### src/sfe_pkg.sv
`timescale 1ns / 1ps
// Shared types and constants for the saturating feedback echo block.
package sfe_pkg;

  localparam int SAMPLE_W = 8;
  localparam int DELAY_W  = 12;
  localparam int GAIN_W   = 8;

  localparam logic [SAMPLE_W-1:0] SAMPLE_MAX = 8'hFF;
  localparam logic [DELAY_W-1:0]  DELAY_RST  = 12'd1;
  localparam logic [GAIN_W-1:0]   GAIN_RST   = 8'd115;

  // Configuration register indexes.
  typedef enum logic [0:0] {
    CFG_DELAY = 1'b0,
    CFG_GAIN  = 1'b1
  } cfg_idx_t;

  // One result item.
  typedef struct packed {
    logic                clipped;
    logic [SAMPLE_W-1:0] sample_out;
  } sfe_result_t;

endpackage

### src/sfe_front.sv
`timescale 1ns / 1ps
// Front part: accepts items, tracks buffer position and works out echo use and addresses.
module sfe_front #(
  parameter int MAX_DELAY = 4096
) (
  input  logic                                clk,
  input  logic                                rst_n,
  input  logic                                in_valid,
  output logic                                in_ready,
  input  logic [sfe_pkg::SAMPLE_W-1:0]        sample_in,
  input  logic                                buffer_start,
  input  logic [sfe_pkg::DELAY_W-1:0]         delay_samples,
  output logic                                push_valid,
  input  logic                                push_ready,
  output logic [sfe_pkg::SAMPLE_W-1:0]        push_sample,
  output logic                                push_echo,
  output logic [$clog2(MAX_DELAY)-1:0]        push_wp,
  output logic [$clog2(MAX_DELAY)-1:0]        push_rd
);
  import sfe_pkg::*;

  localparam int AW = $clog2(MAX_DELAY);
  localparam int DW = (AW > DELAY_W) ? AW : DELAY_W;
  localparam logic [DW-1:0] DELAY_LIMIT = DW'(MAX_DELAY - 1);
  localparam logic [AW:0]   DEPTH       = (AW + 1)'(MAX_DELAY);
  localparam logic [AW-1:0] LAST_ADDR   = AW'(MAX_DELAY - 1);

  logic [AW-1:0] wp_r, wp_nxt;
  logic [AW:0]   cnt_r, cnt_nxt;
  logic [AW:0]   cnt_eff;
  logic [DW-1:0] delay_ext;
  logic [AW-1:0] d_eff;
  logic [AW:0]   rd_wide;
  logic          accept;

  assign in_ready   = push_ready;
  assign push_valid = in_valid;
  assign accept     = in_valid && push_ready;

  always_comb begin
    delay_ext = DW'(delay_samples);
    // A delay beyond the store is clamped to the longest one it holds.
    if (delay_ext > DELAY_LIMIT) begin
      d_eff = DELAY_LIMIT[AW-1:0];
    end else begin
      d_eff = delay_ext[AW-1:0];
    end
    cnt_eff = buffer_start ? '0 : cnt_r;
    if ({1'b0, wp_r} >= {1'b0, d_eff}) begin
      rd_wide = {1'b0, wp_r} - {1'b0, d_eff};
    end else begin
      rd_wide = {1'b0, wp_r} + DEPTH - {1'b0, d_eff};
    end
    wp_nxt  = (wp_r == LAST_ADDR) ? '0 : wp_r + 1'b1;
    cnt_nxt = (cnt_eff < DEPTH) ? cnt_eff + 1'b1 : cnt_eff;
  end

  assign push_sample = sample_in;
  assign push_echo   = (d_eff != '0) && (cnt_eff >= {1'b0, d_eff});
  assign push_wp     = wp_r;
  assign push_rd     = rd_wide[AW-1:0];

  always_ff @(posedge clk) begin
    if (!rst_n) begin
      wp_r  <= '0;
      cnt_r <= '0;
    end else if (accept) begin
      wp_r  <= wp_nxt;
      cnt_r <= cnt_nxt;
    end
  end

endmodule

### config.mk
export PLATFORM = sky130hd
export DESIGN_NAME = sfe_front
export DESIGN_NICKNAME = d
export VERILOG_FILES = /design/src/sfe_pkg.sv /design/src/sfe_front.sv
export SDC_FILE = /design/constraint.sdc
export NUM_CORES = 1
export LEC_CHECK = 0
export BUFFER_PORTS_ARGS = -buffer_cell sky130_fd_sc_hd__buf_2
export CAP_MARGIN = 20
export CORE_ASPECT_RATIO = 0.5
export CORE_MARGIN = 4
export CORE_UTILIZATION = 48
export CTS_BUF_LIST = sky130_fd_sc_hd__clkbuf_16
export DETAILED_ROUTE_END_ITERATION = 16
export GPL_TIMING_DRIVEN = 0
export MAX_ROUTING_LAYER = met4
export PLACE_DENSITY_LB_ADDON = 0.3
export RECOVER_POWER = 25
export SLEW_MARGIN = 25
export SYNTH_ARGS = -nofsm -noshare
export SYNTH_HDL_FRONTEND = slang
export SYNTH_SLANG_ARGS = --single-unit
export TNS_END_PERCENT = 50
### constraint.sdc
create_clock -name clk -period 2.4 [get_ports clk]
set_input_delay 0.48 -clock clk [delete_from_list [all_inputs] [get_ports clk]]
set_output_delay 0.48 -clock clk [all_outputs]
set_load 0.01 [all_outputs]
* Yosys cells after proc, flatten, opt, wreduce, memory -nomap -nowiden
Cells that the tools add are included.
Cells by class: reductions and logical operators 3, eq/ne operators 1, muxes and demuxes 5, magnitude comparators 4, add/sub/neg operators 5
Operator list (count):
- 12-bit 2-to-1 mux | 3
- 13-bit 2-to-1 mux | 2
- 12-bit by 1-bit adder with 12-bit output, second input constant | 2
- 12-bit subtractor | 2
- 13-bit by 1-bit adder with 13-bit output, second input constant | 1
- 13-bit by 12-bit greater-or-equal comparator with 1-bit output | 1
- 13-bit < comparator, second input constant | 1
- 12-bit == test, second input constant | 1
- 12-bit greater-or-equal comparator | 1
- 12-bit greater-than comparator, second input constant | 1
- 12-bit nonzero test | 1
- 1-bit logical AND | 2
Word-level totals: register bits 25, logic and storage cells 20, output and inout bits 35

* Logic depth before layout (Yosys ltp)
depth in word-level cells 4, depth in mapped cells 10, mapped depth without buffers 8

* Worst setup path after synthesis
No wires, ideal clock.
path type input-to-output, from in buffer_start, to out push_echo, path buffers 2, setup slack -0.179 ns, arrival time 2.099 ns, stages 9, cell sequence buf_2 > buf_1 > nand2b_1 > ha_1 > nand2b_1 > a21o_1 > a21oi_1 > o311a_1 > nor3_1
On the way: longest elaborated chain between the ends 3
RTL lines:
- from (decl) | RTL line sfe_front.sv:11 | input logic buffer_start,
- 13-bit 2-to-1 mux | RTL line sfe_front.sv:48 | cnt_eff = buffer_start ? '0 : cnt_r;
- 13-bit by 12-bit greater-or-equal comparator with 1-bit output | RTL line sfe_front.sv:59 | assign push_echo = (d_eff != '0) && (cnt_eff >= {1'b0, d_eff});
- 1-bit logical AND | RTL line sfe_front.sv:59
- to (decl) | RTL line sfe_front.sv:16 | output logic push_echo,
Every way passes these cells.

* Final worst setup path
from reg wp_r[0], in the netlist push_wp[0], to out push_rd[8]
On the way: longest elaborated chain between the ends 3, elaborated cells between the ends (all ways) 5, those cells by class 3 x add/sub; 1 x order compare; 1 x mux
RTL lines:
- from (decl) | RTL line sfe_front.sv:28 | logic [AW-1:0] wp_r, wp_nxt;
- from (signal assigned) | RTL line sfe_front.sv:68 | wp_r <= wp_nxt;
- 12-bit by 1-bit adder with 12-bit output | RTL line sfe_front.sv:52 | rd_wide = {1'b0, wp_r} + DEPTH - {1'b0, d_eff};
- 12-bit subtractor | RTL line sfe_front.sv:52
- 12-bit 2-to-1 mux (*) | RTL line sfe_front.sv:49 | if ({1'b0, wp_r} >= {1'b0, d_eff}) begin
- to (decl) | RTL line sfe_front.sv:18 | output logic [$clog2(MAX_DELAY)-1:0] push_rd
Every way passes the cells marked *; elsewhere a longest branch is shown, timed or not.

==> flow_metrics.py <==
metrics = {
    "clock_tree": {
        "clkSlewWorstSetupHoldPaths_ns": 0.06,
        "clock-sinks": 25,
        "tritoncts": "yes",
        "clockBufferDepth": 2,
        "cts_made_buffers": 3,
        "cts-root-buf": "clkbuf_16",
        "htree_levels": 1,
        "clock_latency_ns": 0.26,
    },
    "timing": {
        "rsz0062_at_grt": "yes",
        "fin_skew_ns": 0.001661,
        "finalCritPeriodShare_pct": 114.7,
        "setup_ws_ns": -0.3537,
        "finalHoldViolCount": 0,
        "setup_viol": 4,
        "worst_pin_slew_ns": 0.5313,
        "fmax_mhz": 363.1,
        "period_minus_slack_ns": 2.754,
        "slew_headroom_pct": 64.37,
        "slew_violations": 0,
        "whs_ns": 0.5215,
    },
    "floorplanning": {
        "ioPinCount": 60,
        "core_area_sq_um": 4488,
        "start_util_pct": 50.79,
        "die_area_sq_um": 5983,
        "die_w_microns": 105.5,
        "die_height_microns": 56.73,
        "rows": 17,
    },
    "run_status": {
        "violations": "negative setup slack",
        "status": "finished with violations",
    },
    "power_and_ir_drop": {
        "power_w": 0.001011,
        "power_density_nw_per_um2": 338.6,
        "netSwitchingPower_w": 0.0002644,
        "combPwrFrac_pct": 22.3,
        "max-vdd-ir-drop_uv": 271.7,
        "seqPwrFrac_pct": 41.5,
        "power.leakage_nw": 1.437,
        "power.internal_w": 0.0007470,
        "power_switching_share_pct": 26.14,
        "clock_power_share_pct": 36.2,
    },
    "final_layout": {
        "design_area_sq_um": 2987,
        "n_antenna_cell": 0,
        "final_util_pct": 66.55,
        "drive_gt1_share_pct": 31.18,
        "area_delta_synth_final_pct": 31.01,
        "nets": 407,
    },
    "place": {
        "placed_area_sq_um": 2653,
        "dp_hpwl_microns": 4537,
        "portBuffers": 50,
        "place_congestion": 0.8993,
    },
    "hold_path": {
        "hold_class": "flip-flop to flip-flop",
        "min_from": "cnt_r[4]",
    },
    "logic_synthesis": {
        "yosys.area_share.simple_pct": 28.76,
        "synth-xor-area-share_pct": 9.221,
        "synth_top_cell_by_area": "dfxtp_1",
        "ys_ff_latch": 25,
        "async_reset_ff_share_pct": 0,
        "synth_top_area_share_pct": 21.95,
        "syn-instance-count": 288,
        "yosysWarnings": 0,
        "postSynthAreaPerCell_sq_um": 7.916,
        "yosys-top-cells-area": "dfxtp_1 (22%), ha_1 (13%), xor2_1 (6.1%), nor2b_1 (4.4%), inv_1 (3.8%)",
        "synth-edff-count": 0,
        "synthFlopType": "dfxtp_1",
        "synth_nets": 338,
        "synthDistinctLibCells": 50,
        "synth_fa_ha_area_share_pct": 14.05,
        "yosys-mux-area-fraction_pct": 0,
        "synth-compound-area-share_pct": 17.67,
        "synth_top_family_by_area": "simple AND/OR/NAND/NOR gates",
        "yosysSeqAreaShare_pct": 21.95,
        "syn_area_sq_um": 2280,
    },
    "drt": {
        "remaining_drc_errors": 0,
        "wire_per_inst_microns": 13.79,
        "first_iter_violations": 94,
        "vias": 2254,
        "first_pass_iters": 4,
        "vias_per_cell": 5.341,
        "totalWireLength_microns": 5819,
        "ant_nets": 0,
    },
    "run": {
        "maxCapViolations": 0,
    },
    "global_route": {
        "antenna_found_initial": 0,
        "grt_max_degree": 14,
        "grt_pass1_wl_microns": 9459,
        "grt_pass1_vias": 2119,
        "overflow": 0,
        "grt_use_total_pct": 19.21,
    },
    "critical_path": {
        "cp.arrival_ns": 2.27,
        "crit_fanout": 2,
        "cp-startpoint": "push_wp[0]",
        "required_ns": 1.92,
        "crit_type": "flip-flop to output pin",
        "cp-start-kind": "flip-flop",
        "crit_path_end_kind": "output pin",
        "r2r_start": "cnt_r[1]",
    },
}
timing repair:
action	4_1_cts	5_1_grt
hold buffers	0	0
pin swaps	10	18
hold endpoints to repair	0	0
resized for setup	10	36
endpoints found under the setup margin	7	8
setup buffers	7	7
logic make-up (layout without fill, tap and decap cells):
family / count (synthesis) / after routing
AND/OR/NAND/NOR: 117 / 117
AO/OA/AOI/OAI: 57 / 57
buffers and inverters: 40 / 108
adder cells (fa/ha/maj): 25 / 25
flip-flops: 25 / 25
XOR/XNOR: 24 / 24
cells in the mapped netlist, types with 4 or more instances:
| cell type | instances |
|---|---|
| dfxtp_1 | 25 |
| ha_1 | 24 |
| inv_1 | 23 |
| nand2_1 | 23 |
| nor2_1 | 20 |
| nor2b_1 | 16 |
| xor2_1 | 16 |
| o21ai_0 | 14 |
| buf_4 | 10 |
| nand3_1 | 9 |
| and2_1 | 8 |
| xnor2_1 | 8 |
| a21o_1 | 7 |
| a21oi_1 | 7 |
| and3_1 | 6 |
| nand2b_1 | 6 |
| nand4_1 | 6 |
| a21boi_0 | 5 |
| nor3_1 | 5 |
| nor4_1 | 5 |
| clkbuf_1 | 4 |
| or3_1 | 4 |
power by group through the flow:
stage / clock, W / combinational (W) / sequential (W)
floorplan: 0 / 0.000122 / 0.000433
global placement: 0 / 0.000186 / 0.000434
detailed placement: 0 / 0.000191 / 0.000434
CTS: 0.000369 / 0.000207 / 0.000422
global route: 0.000386 / 0.000250 / 0.000421
finish: 0.000366 / 0.000225 / 0.000420
placed cells by master, fill, tap and decap left out, types with 4 or more instances in the layout:
cell / netlist / layout
nand3_1: 9 / 8
ha_4: 0 / 5
inv_2: 0 / 4
buf_4: 10 / 25
nand2b_1: 6 / 4
buf_2: 2 / 39
nor4_1: 5 / 5
nand2_1: 23 / 23
xor2_1: 16 / 15
buf_6: 0 / 4
nor2b_1: 16 / 15
and3_1: 6 / 5
a21o_1: 7 / 7
inv_1: 23 / 19
xnor2_1: 8 / 8
dfxtp_1: 25 / 19
a21oi_1: 7 / 5
o21ai_0: 14 / 11
ha_1: 24 / 18
nand4_1: 6 / 6
a21boi_0: 5 / 5
clkbuf_1: 4 / 12
or3_1: 4 / 4
nor2_1: 20 / 20
and2_1: 8 / 8
through the flow:
step	setup slack, ns	setup TNS (ns)	cells
finish	-0.3537	-0.9432	422
global route	-0.4748	-1.591	422
CTS	-0.3276	-1.442	415
detailed placement	-0.4189	-1.702	404
global placement	-0.3600	-1.553	404
floorplan	-0.02033	-0.02033	288
state kept, by name, indices dropped and copies added (netlist names):
name	flops
push_wp	12
cnt_r	13
path summary, 6_finish.rpt:
kind	slack, ns	to	depth (start not counted)
setup / recovery	-0.35	push_rd[8]	8
setup reg to reg	0.63	cnt_r[8]	7
hold / removal	0.52	cnt_r[4]	2
hold reg to reg	0.52	cnt_r[4]	2
worst max-delay path, stage by stage, from the launching register on:
cell and delay, ns:
dfxtp_4 0.34, nand2b_4 0.14, fa_2 0.36, a211oi_2 0.26, nor2_1 0.10, o21a_1 0.19, o41a_1 0.35, xor2_2 0.15
buf_2 0.13
area by class of cell:
cell class	count	area (sq um)
multi-input combinational	223	1733
fill	365	1501
sequential	25	515.5
timing repair buffer	64	370.4
buffer	17	117.6
inverter	23	88.84
tap	66	82.58
clock buffer	3	75.07
clock inverter	1	3.754
metal layers:
metal / vias up / global-route usage (%) / share of wire (%)
met2: 70 / 33.33 / 49
met4: 0 / 2.804 / 0.31
met5: - / - / 0
li1: 1131 / - / -
met1: 1051 / 23.69 / 45
met3: 2 / 3.904 / 6.2
Power figures use the tool's default switching activity.
