File: src/sfe_pkg.sv
`timescale 1ns / 1ps
// Shared types and constants for the saturating feedback echo block.
package sfe_pkg;

  localparam int SAMPLE_W = 8;
  localparam int DELAY_W  = 12;
  localparam int GAIN_W   = 8;

  localparam logic [SAMPLE_W-1:0] SAMPLE_MAX = 8'hFF;
  localparam logic [DELAY_W-1:0]  DELAY_RST  = 12'd1;
  localparam logic [GAIN_W-1:0]   GAIN_RST   = 8'd115;

  // Configuration register indexes.
  typedef enum logic [0:0] {
    CFG_DELAY = 1'b0,
    CFG_GAIN  = 1'b1
  } cfg_idx_t;

  // One result item.
  typedef struct packed {
    logic                clipped;
    logic [SAMPLE_W-1:0] sample_out;
  } sfe_result_t;

endpackage

File: src/sfe_queue.sv
`timescale 1ns / 1ps
// Two-entry queue between the front and back parts.
module sfe_queue #(
  parameter int W = 8
) (
  input  logic         clk,
  input  logic         rst_n,
  input  logic         push_valid,
  output logic         push_ready,
  input  logic [W-1:0] push_data,
  output logic         pop_valid,
  input  logic         pop_ready,
  output logic [W-1:0] pop_data
);
  import sfe_pkg::*;

  logic [W-1:0] slot_r [2];
  logic         wr_ptr_r;
  logic         rd_ptr_r;
  logic [1:0]   count_r;
  logic         push;
  logic         pop;

  assign push_ready = (count_r != 2'd2);
  assign pop_valid  = (count_r != 2'd0);
  assign pop_data   = slot_r[rd_ptr_r];
  assign push       = push_valid && push_ready;
  assign pop        = pop_valid && pop_ready;

  always_ff @(posedge clk) begin
    if (!rst_n) begin
      wr_ptr_r <= 1'b0;
      rd_ptr_r <= 1'b0;
      count_r  <= 2'd0;
    end else begin
      if (push) begin
        wr_ptr_r <= ~wr_ptr_r;
      end
      if (pop) begin
        rd_ptr_r <= ~rd_ptr_r;
      end
      if (push && !pop) begin
        count_r <= count_r + 2'd1;
      end else if (pop && !push) begin
        count_r <= count_r - 2'd1;
      end
    end
  end

  always_ff @(posedge clk) begin
    if (push) begin
      slot_r[wr_ptr_r] <= push_data;
    end
  end

endmodule

File: config.mk
export PLATFORM = sky130hd
export DESIGN_NAME = sfe_queue
export DESIGN_NICKNAME = d
export VERILOG_FILES = /design/src/sfe_pkg.sv /design/src/sfe_queue.sv
export SDC_FILE = /design/constraint.sdc
export NUM_CORES = 1
export LEC_CHECK = 0
export BUFFER_PORTS_ARGS = -buffer_cell sky130_fd_sc_hd__buf_2
export CAP_MARGIN = 20
export CORE_AREA = 2 2 62 64
export DETAILED_ROUTE_END_ITERATION = 16
export DIE_AREA = 0 0 64 66
export GPL_ROUTABILITY_DRIVEN = 0
export GPL_TIMING_DRIVEN = 1
export HOLD_SLACK_MARGIN = 0.03
export PLACE_DENSITY = 0.51
export SETUP_SLACK_MARGIN = 0.15
export SYNTH_ARGS = -nofsm -noshare
export SYNTH_HDL_FRONTEND = slang
export SYNTH_SLANG_ARGS = --single-unit
export TNS_END_PERCENT = 1
File: constraint.sdc
create_clock -name clk -period 1.55 [get_ports clk]
set_input_delay 0.31 -clock clk [delete_from_list [all_inputs] [get_ports clk]]
set_output_delay 0.31 -clock clk [all_outputs]
set_load 0.02 [all_outputs]
=== After elaboration in Yosys (flattened, before gate mapping) ===
Memories as Yosys holds them, arrays and structs flattened. A register that Yosys moved wholly into a read port is not among the register bits.
Cells that the tools add are included.

* Register bits: 4
* Bits in writable memories: 16
* Output and inout bits: 10
* Memories: 1

* $add $sub $neg: 2
* Equal/unequal tests: 1
* Multiplexer cells: 6
* Bitwise gates (word level): 2
* Reductions and logical operators: 8

{| class="wikitable"
|+ Memories
! name !! depth !! bits a word !! read ports !! clocked after memory_dff !! write ports !! line !! text
|-
| slot_r || 2 || 8 || 1 || 1 || 1 || sfe_queue.sv:17 || <nowiki>logic [W-1:0] slot_r [2];</nowiki>
|}

{| class="wikitable"
|+ Operators by type and width
! operator !! number
|-
| 1-bit logical AND || 4
|-
| 1-bit 2-to-1 mux || 4
|-
| 2-bit 2-to-1 mux || 2
|-
| 2-bit nonzero test || 2
|-
| 2-bit by 1-bit adder with 2-bit output (second input constant) || 1
|-
| 1-bit zero test || 2
|-
| 2-bit != test (second input constant) || 1
|-
| 1-bit inverter || 2
|-
| 2-bit by 1-bit subtractor with 2-bit output (second input constant) || 1
|}

=== Depth between registers and ports, before layout ===
Gate-level depths: netlist (run 1).

* Depth in word-level cells: 6
* Mapped depth: 6

=== Worst setup path before layout (run 1) ===
Ideal clock, no wire load.

* Path type: register -> register
* From: reg count_r[0]
* To: reg count_r[1]
* Setup time: 0.070 ns
* Arrival: 1.472 ns
* Required time: 1.480 ns
* Path slack: 0.008 ns
* Stages on the path, launching flop included: 6
* Buffers on the path: 0
* Cell sequence: dfxtp_1 nand2b_4 and2_1 ha_1 or3_1 a21oi_1

* Cells in the longest elaborated chain, start to end: 5

{| class="wikitable"
|+ RTL lines
! item !! line !! text
|-
| start: declaration || sfe_queue.sv:20 || <nowiki>logic [1:0] count_r;</nowiki>
|-
| start signal: assignment || sfe_queue.sv:43 || <nowiki>count_r <= count_r + 2'd1;</nowiki>
|-
| start signal: assignment || sfe_queue.sv:45 || <nowiki>count_r <= count_r - 2'd1;</nowiki>
|-
| 2-bit != test * || sfe_queue.sv:24 || <nowiki>assign push_ready = (count_r != 2'd2);</nowiki>
|-
| net push_ready || sfe_queue.sv:9 || <nowiki>output logic push_ready,</nowiki>
|-
| 1-bit logical AND * || sfe_queue.sv:27 || <nowiki>assign push = push_valid && push_ready;</nowiki>
|-
| net push || sfe_queue.sv:21 || <nowiki>logic push;</nowiki>
|-
| 1-bit zero test || sfe_queue.sv:44 || <nowiki>end else if (pop && !push) begin</nowiki>
|-
| 1-bit logical AND || sfe_queue.sv:44 ||
|-
| 2-bit nonzero test (no line) || -- ||
|}

The timed path passes the listed nets; every way through them passes the cells marked *. The select of a mux whose other input is x is not followed.
A chain may end at the register's enable or synchronous reset.

==> impl_metrics.json, run 1 <==
{
  "worstReg2RegStart": "count_r[0]",
  "syn-instance-count": 50,
  "stdcell_count": 124,
  "grt_pass1_wl_um": 2440,
  "drive_above_1_share_pct": 60.5,
  "slew_headroom_pct": 72.9,
  "tritoncts": "built",
  "port_buffers": 21,
  "clk_pin_slew_ns": 0.12,
  "timing.final.crit_period_ns": 1.54,
  "globalRoute.totalOverflow": 0,
  "holdCritStartpoint": "push_data[5]",
  "tightest_slew_ns": 0.406,
  "num_rows": 22,
  "ctsHtreeMaxLevel": 1,
  "cp.required_ns": 1.24,
  "clockBufferDepth": 2,
  "antenna_found_initial": 0,
  "netlist.top_cell.by_area": "edfxtp_1",
  "first_iter_violations": 13,
  "cp_max_fo": 8,
  "vias_per_cell": 3.87,
  "crit_end": "pop_data[7]",
  "path_class": "reg -> out",
  "grt_max_degree": 13,
  "finalClockSkew_ns": 0.00622,
  "ys_seq_elements": 21,
  "first_pass_iters": 3,
  "clockRootBuffer": "clkbuf_4",
  "synth_area_um2": 810,
  "die_area_um2": 4220,
  "synthMostInstantiatedCell": "edfxtp_1",
  "seq_area_frac_synth_pct": 71.7,
  "finalMaxSlewViolations": 0,
  "async_flop_share_pct": 0,
  "cts_sinks": 21,
  "rr_worst_depth": 6,
  "setup_violations": 0,
  "synthTopCellsByArea": "edfxtp_1 59%, dfxtp_1 12%, mux2_2 11%",
  "avgRoutedWirePerCell_um": 12.2,
  "drc_errors": 0,
  "max-vdd-ir-drop_mv": 0.798,
  "io_pins": 22,
  "postSynthAreaPerCell_um2": 16.2,
  "die_width_um": 64,
  "start_util_pct": 22.8,
  "hold_viol_final": 0,
  "postRouteAntennaNets": 0,
  "dp_hpwl_um": 973,
  "grtUsageTotal_pct": 7.81,
  "rsz0062_at_grt": "true",
  "syn-num-nets": 63,
  "synthToLayoutAreaGrowth_pct": 42.0,
  "end_kind": "output port",
  "coreArea_um2": 3550,
  "fin_crit_sh_pct": 99.5,
  "hold_class": "in -> reg",
  "synthDistinctLibCells": 17,
  "synth_edf_count": 16,
  "cp.arrival_ns": 1.23,
  "clock.fmax_mhz": 648,
  "clk_latency_ns": 0.31,
  "status": "complete, no violations",
  "die_y_um": 66,
  "synth_flop_cell": "edfxtp_1",
  "setup_tns_ns": 0,
  "num_vias": 480,
  "grt_pass1_vias": 521,
  "whs_ns": 0.181,
  "reg2reg_to": "count_r[1]",
  "diodes": 0,
  "fin_util_pct": 32.4,
  "startpoint_type": "register",
  "synth_common_cells": "16 x edfxtp_1, 8 x mux2_2, 5 x dfxtp_1",
  "finalNetCount": 90,
  "max_cap_viol_count": 0,
  "dp_cells": 119,
  "powerDensity_nw_per_um2": 1660,
  "r2r_slack_ns": 0.07,
  "cts_made_buffers": 3,
  "power_mw": 1.91,
  "synth_warnings": 0,
  "yosysTopAreaCellShare_pct": 59.4,
  "p_leak_nw": 0.456,
  "wl_um": 1510
}
cell families after synthesis:
logic type	count (synthesis)	synth area share [%]
muxes	8	11.1
adders and majority gates	1	1.55
xor gates and xnor gates	3	3.25
DFF	21	71.7
AOI/OAI and AO/OA	5	3.71
buffers and inverters	3	1.55
and+or+nand+nor	9	7.11
flip-flops by register name, indices dropped and copies added (netlist names), named ones only:
| register | count |
|---|---|
| rd_ptr_r | 1 |
| count_r | 2 |
| wr_ptr_r | 1 |
| slot_r | 16 |
critical path, stage by stage (launching register included):
cell	delay (ns)
dfxtp_2	0.36
buf_12	0.13
mux2_4	0.31
buf_6	0.13
through the flow:
step,worst slack (ns),cell area (um2)
global route,-0.0332,1150
finish,0.00702,1150
global placement,0.137,1010
floorplan,0.153,826
CTS,-0.0161,1130
detailed placement,0.110,1010
cells in the final DEF, fill, tap and decap left out, drive strengths merged:
cell    count
nor2        3
edfxtp     16
xor2        3
clkbuf      3
a21oi       2
a21bo       1
nand3b      1
or2         1
clkinv      1
ha          1
dfxtp       5
or3         1
and2        1
and3        1
mux2        8
o21ai       2
nand2b      1
buf        23
inv         2
layout make-up:
class,count,area [um2]
clock inverter,1,5.00
inverter,2,7.51
timing repair buffer,23,189
multi-input combinational,26,279
tap,48,60.1
fill,362,2400
sequential,21,587
clock buffer,3,22.5
worst min-delay path by stage:
stage | to | depth (start not counted)
after global routing | slot_r[0][6] | 1
after global placement | rd_ptr_r | 2
after CTS | slot_r[0][5] | 1
after floorplan | slot_r[0][0] | 0
final | slot_r[0][5] | 1
after detailed placement | register | 2
power by group:
part           total, mW  switching [mW]  internal (mW)
Clock              0.268           0.172         0.0964
Sequential         0.788          0.0623          0.726
Combinational      0.851           0.383          0.468
metal layers:
metal  vias to the layer above  share of wire (%)  GRT usage, %
met5                         -                  0             0
met4                         0               0.79          3.26
met3                         2                6.7          3.41
met2                        21                 50          12.5
met1                       225                 42          9.10
li1                        232                  -             -
what timing repair did:
item	4_1_cts	5_1_grt
hold buffers	0	0
gates resized for setup	31	2
endpoints found under the setup margin	10	10
pin swaps	2	2
gates cloned	0	0
setup buffers	0	1
No activity file was read; power rests on OpenSTA's default activity.
==> run 2, diff against run 1 <==
==> constraint.sdc (replaced) <==
create_clock -name clk -period 1.55 [get_ports clk]
set_input_delay 0.31 -clock clk [delete_from_list [all_inputs] [get_ports clk]]
set_output_delay 0.31 -clock clk [all_outputs]
set_load 0.05 [all_outputs]
==> run 2 against run 1 <==
The run now ends with setup timing left; combinational power grew 30%; power rose by 13%; critical path depth is the same; register-to-register slack worse by 0.04 ns; clock skew about the same; largest cell class unchanged; highest routed layer unchanged.
==> impl_metrics.json, run 2 (synthesis results as in run 1) <==
{
  "status": "finished with violations",
  "violations": "setup timing",
  "crit_family": "flip-flops",
  "num_rows": 22,
  "dp_cells": 120,
  "finalNetCount": 90,
  "cp_max_fo": 8,
  "start_util_pct": 22.8,
  "diodes": 0,
  "worstReg2RegStart": "count_r[0]",
  "avgRoutedWirePerCell_um": 11.4,
  "timing.final.crit_period_ns": 1.57,
  "clock.fmax_mhz": 637,
  "cp.arrival_ns": 1.26,
  "clockBufferDepth": 2,
  "dpl-instance-area_um2": 1000,
  "path_buf_inv": 2,
  "final_common_cell": "edfxtp_1",
  "grt_max_degree": 13,
  "wl_um": 1420,
  "design_area_um2": 1180,
  "hold_viol_final": 0,
  "drc_errors": 0,
  "path_class": "reg -> out",
  "first_pass_iters": 3,
  "port_buffers": 21,
  "die_width_um": 64,
  "stdcell_count": 124,
  "setup_violations": 8,
  "grtUsageTotal_pct": 7.21,
  "finalClockSkew_ns": 0.00650,
  "ctsHtreeMaxLevel": 1,
  "rsz0062_at_grt": "true",
  "largest_reg_flops": 16,
  "cts_made_buffers": 3,
  "pre_cts_slack_ns": 0.0973,
  "top_regs": "slot_r x16, count_r x2",
  "critPathMaxStageDelay_ns": 0.35,
  "final_cell_mix": "16 x edfxtp_1, 11 x buf_2, 10 x buf_8",
  "num_vias": 482,
  "powerDensity_nw_per_um2": 1830,
  "fin_util_pct": 33.1,
  "vias_per_cell": 3.89,
  "cts_sinks": 21,
  "fin_ws_ns": -0.0198,
  "end_kind": "output port",
  "grt_pass1_vias": 482,
  "slew_headroom_pct": 72.9,
  "finalMaxSlewViolations": 0,
  "fillerInstances": 361,
  "postRouteAntennaNets": 0,
  "fin_crit_sh_pct": 101,
  "top_register": "slot_r",
  "dp_hpwl_um": 995,
  "clockRootBuffer": "clkbuf_4",
  "crit_chain": "buf_8 -> mux2_4 -> buf_8",
  "grt_pass1_wl_um": 2220,
  "globalRoute.totalOverflow": 0,
  "crit_path_frequent_cell": "buf_8",
  "tritoncts": "built",
  "synthToLayoutAreaGrowth_pct": 45.3,
  "max_cap_viol_count": 0,
  "io_pins": 22,
  "p_leak_nw": 0.467,
  "clk_latency_ns": 0.30,
  "power_mw": 2.16,
  "slowest_stage": "dfxtp_2",
  "clk_pin_slew_ns": 0.12,
  "tightest_slew_ns": 0.406,
  "cp.required_ns": 1.24,
  "first_iter_violations": 21,
  "drive_above_1_share_pct": 57.9,
  "die_area_um2": 4220,
  "die_y_um": 66,
  "max-vdd-ir-drop_mv": 0.673,
  "startpoint_type": "register",
  "antenna_found_initial": 0,
  "holdCritStartpoint": "push_data[2]",
  "hold_class": "in -> reg",
  "r2r_slack_ns": 0.03,
  "coreArea_um2": 3550
}
## run 2: repair_timing
| action | 4_1_cts | 5_1_grt |
|---|---|---|
| hold buffers | 0 | 0 |
| gates resized for setup | 42 | 2 |
| buffers inserted | 0 | 0 |
| cloned | 0 | 0 |
| setup endpoints to repair | 11 | 10 |
| pin swaps | 4 | 3 |
## run 2: stage by stage
step	TNS [ns]	hold slack, ns
after floorplan	0	0.409
after global placement	0	0.504
after detailed placement	0	0.500
after CTS	-0.316	0.185
after global routing	-0.533	0.176
final	-0.136	0.194
## run 2: layout make-up
cell class,count,area [um2],area share (%)
clock buffers,3,22.5,1.91
clock inverters,1,5.00,0.426
inverters,2,7.51,0.638
multi-input cells,26,272,23.1
flip-flops and latches,21,589,50.1
well taps,48,60.1,5.11
repair buffers,23,220,18.7
## run 2: final timing paths
kind,end,cells past startpoint
setup / recovery,pop_data[0],3
setup reg to reg,count_r[1],6
hold / removal,slot_r[0][2],1
hold reg to reg,rd_ptr_r,2
## run 2: layer usage
metal	up-vias	global-route usage (%)	wire length, um
met2	18	13.4	777
met3	2	3.58	101
met4	0	1.63	10
met5	-	0	0
li1	233	-	-
met1	229	7.15	525
## run 2: power breakdown
group          leakage [nW]  switching (mW)  total [mW]  internal (mW)
Sequential            0.192          0.0629       0.792          0.729
Combinational         0.257           0.591        1.11          0.518
Clock                0.0177           0.159       0.255         0.0960
## run 2: worst register-to-register path: cells and delay by family (launching register included)
kind / cells / cell delay [ns]
compound gates: 1 / 0.12
fa+ha+maj: 1 / 0.15
simple gates: 3 / 0.67
xor+xnor: 1 / 0.14
flops: 1 / 0.39
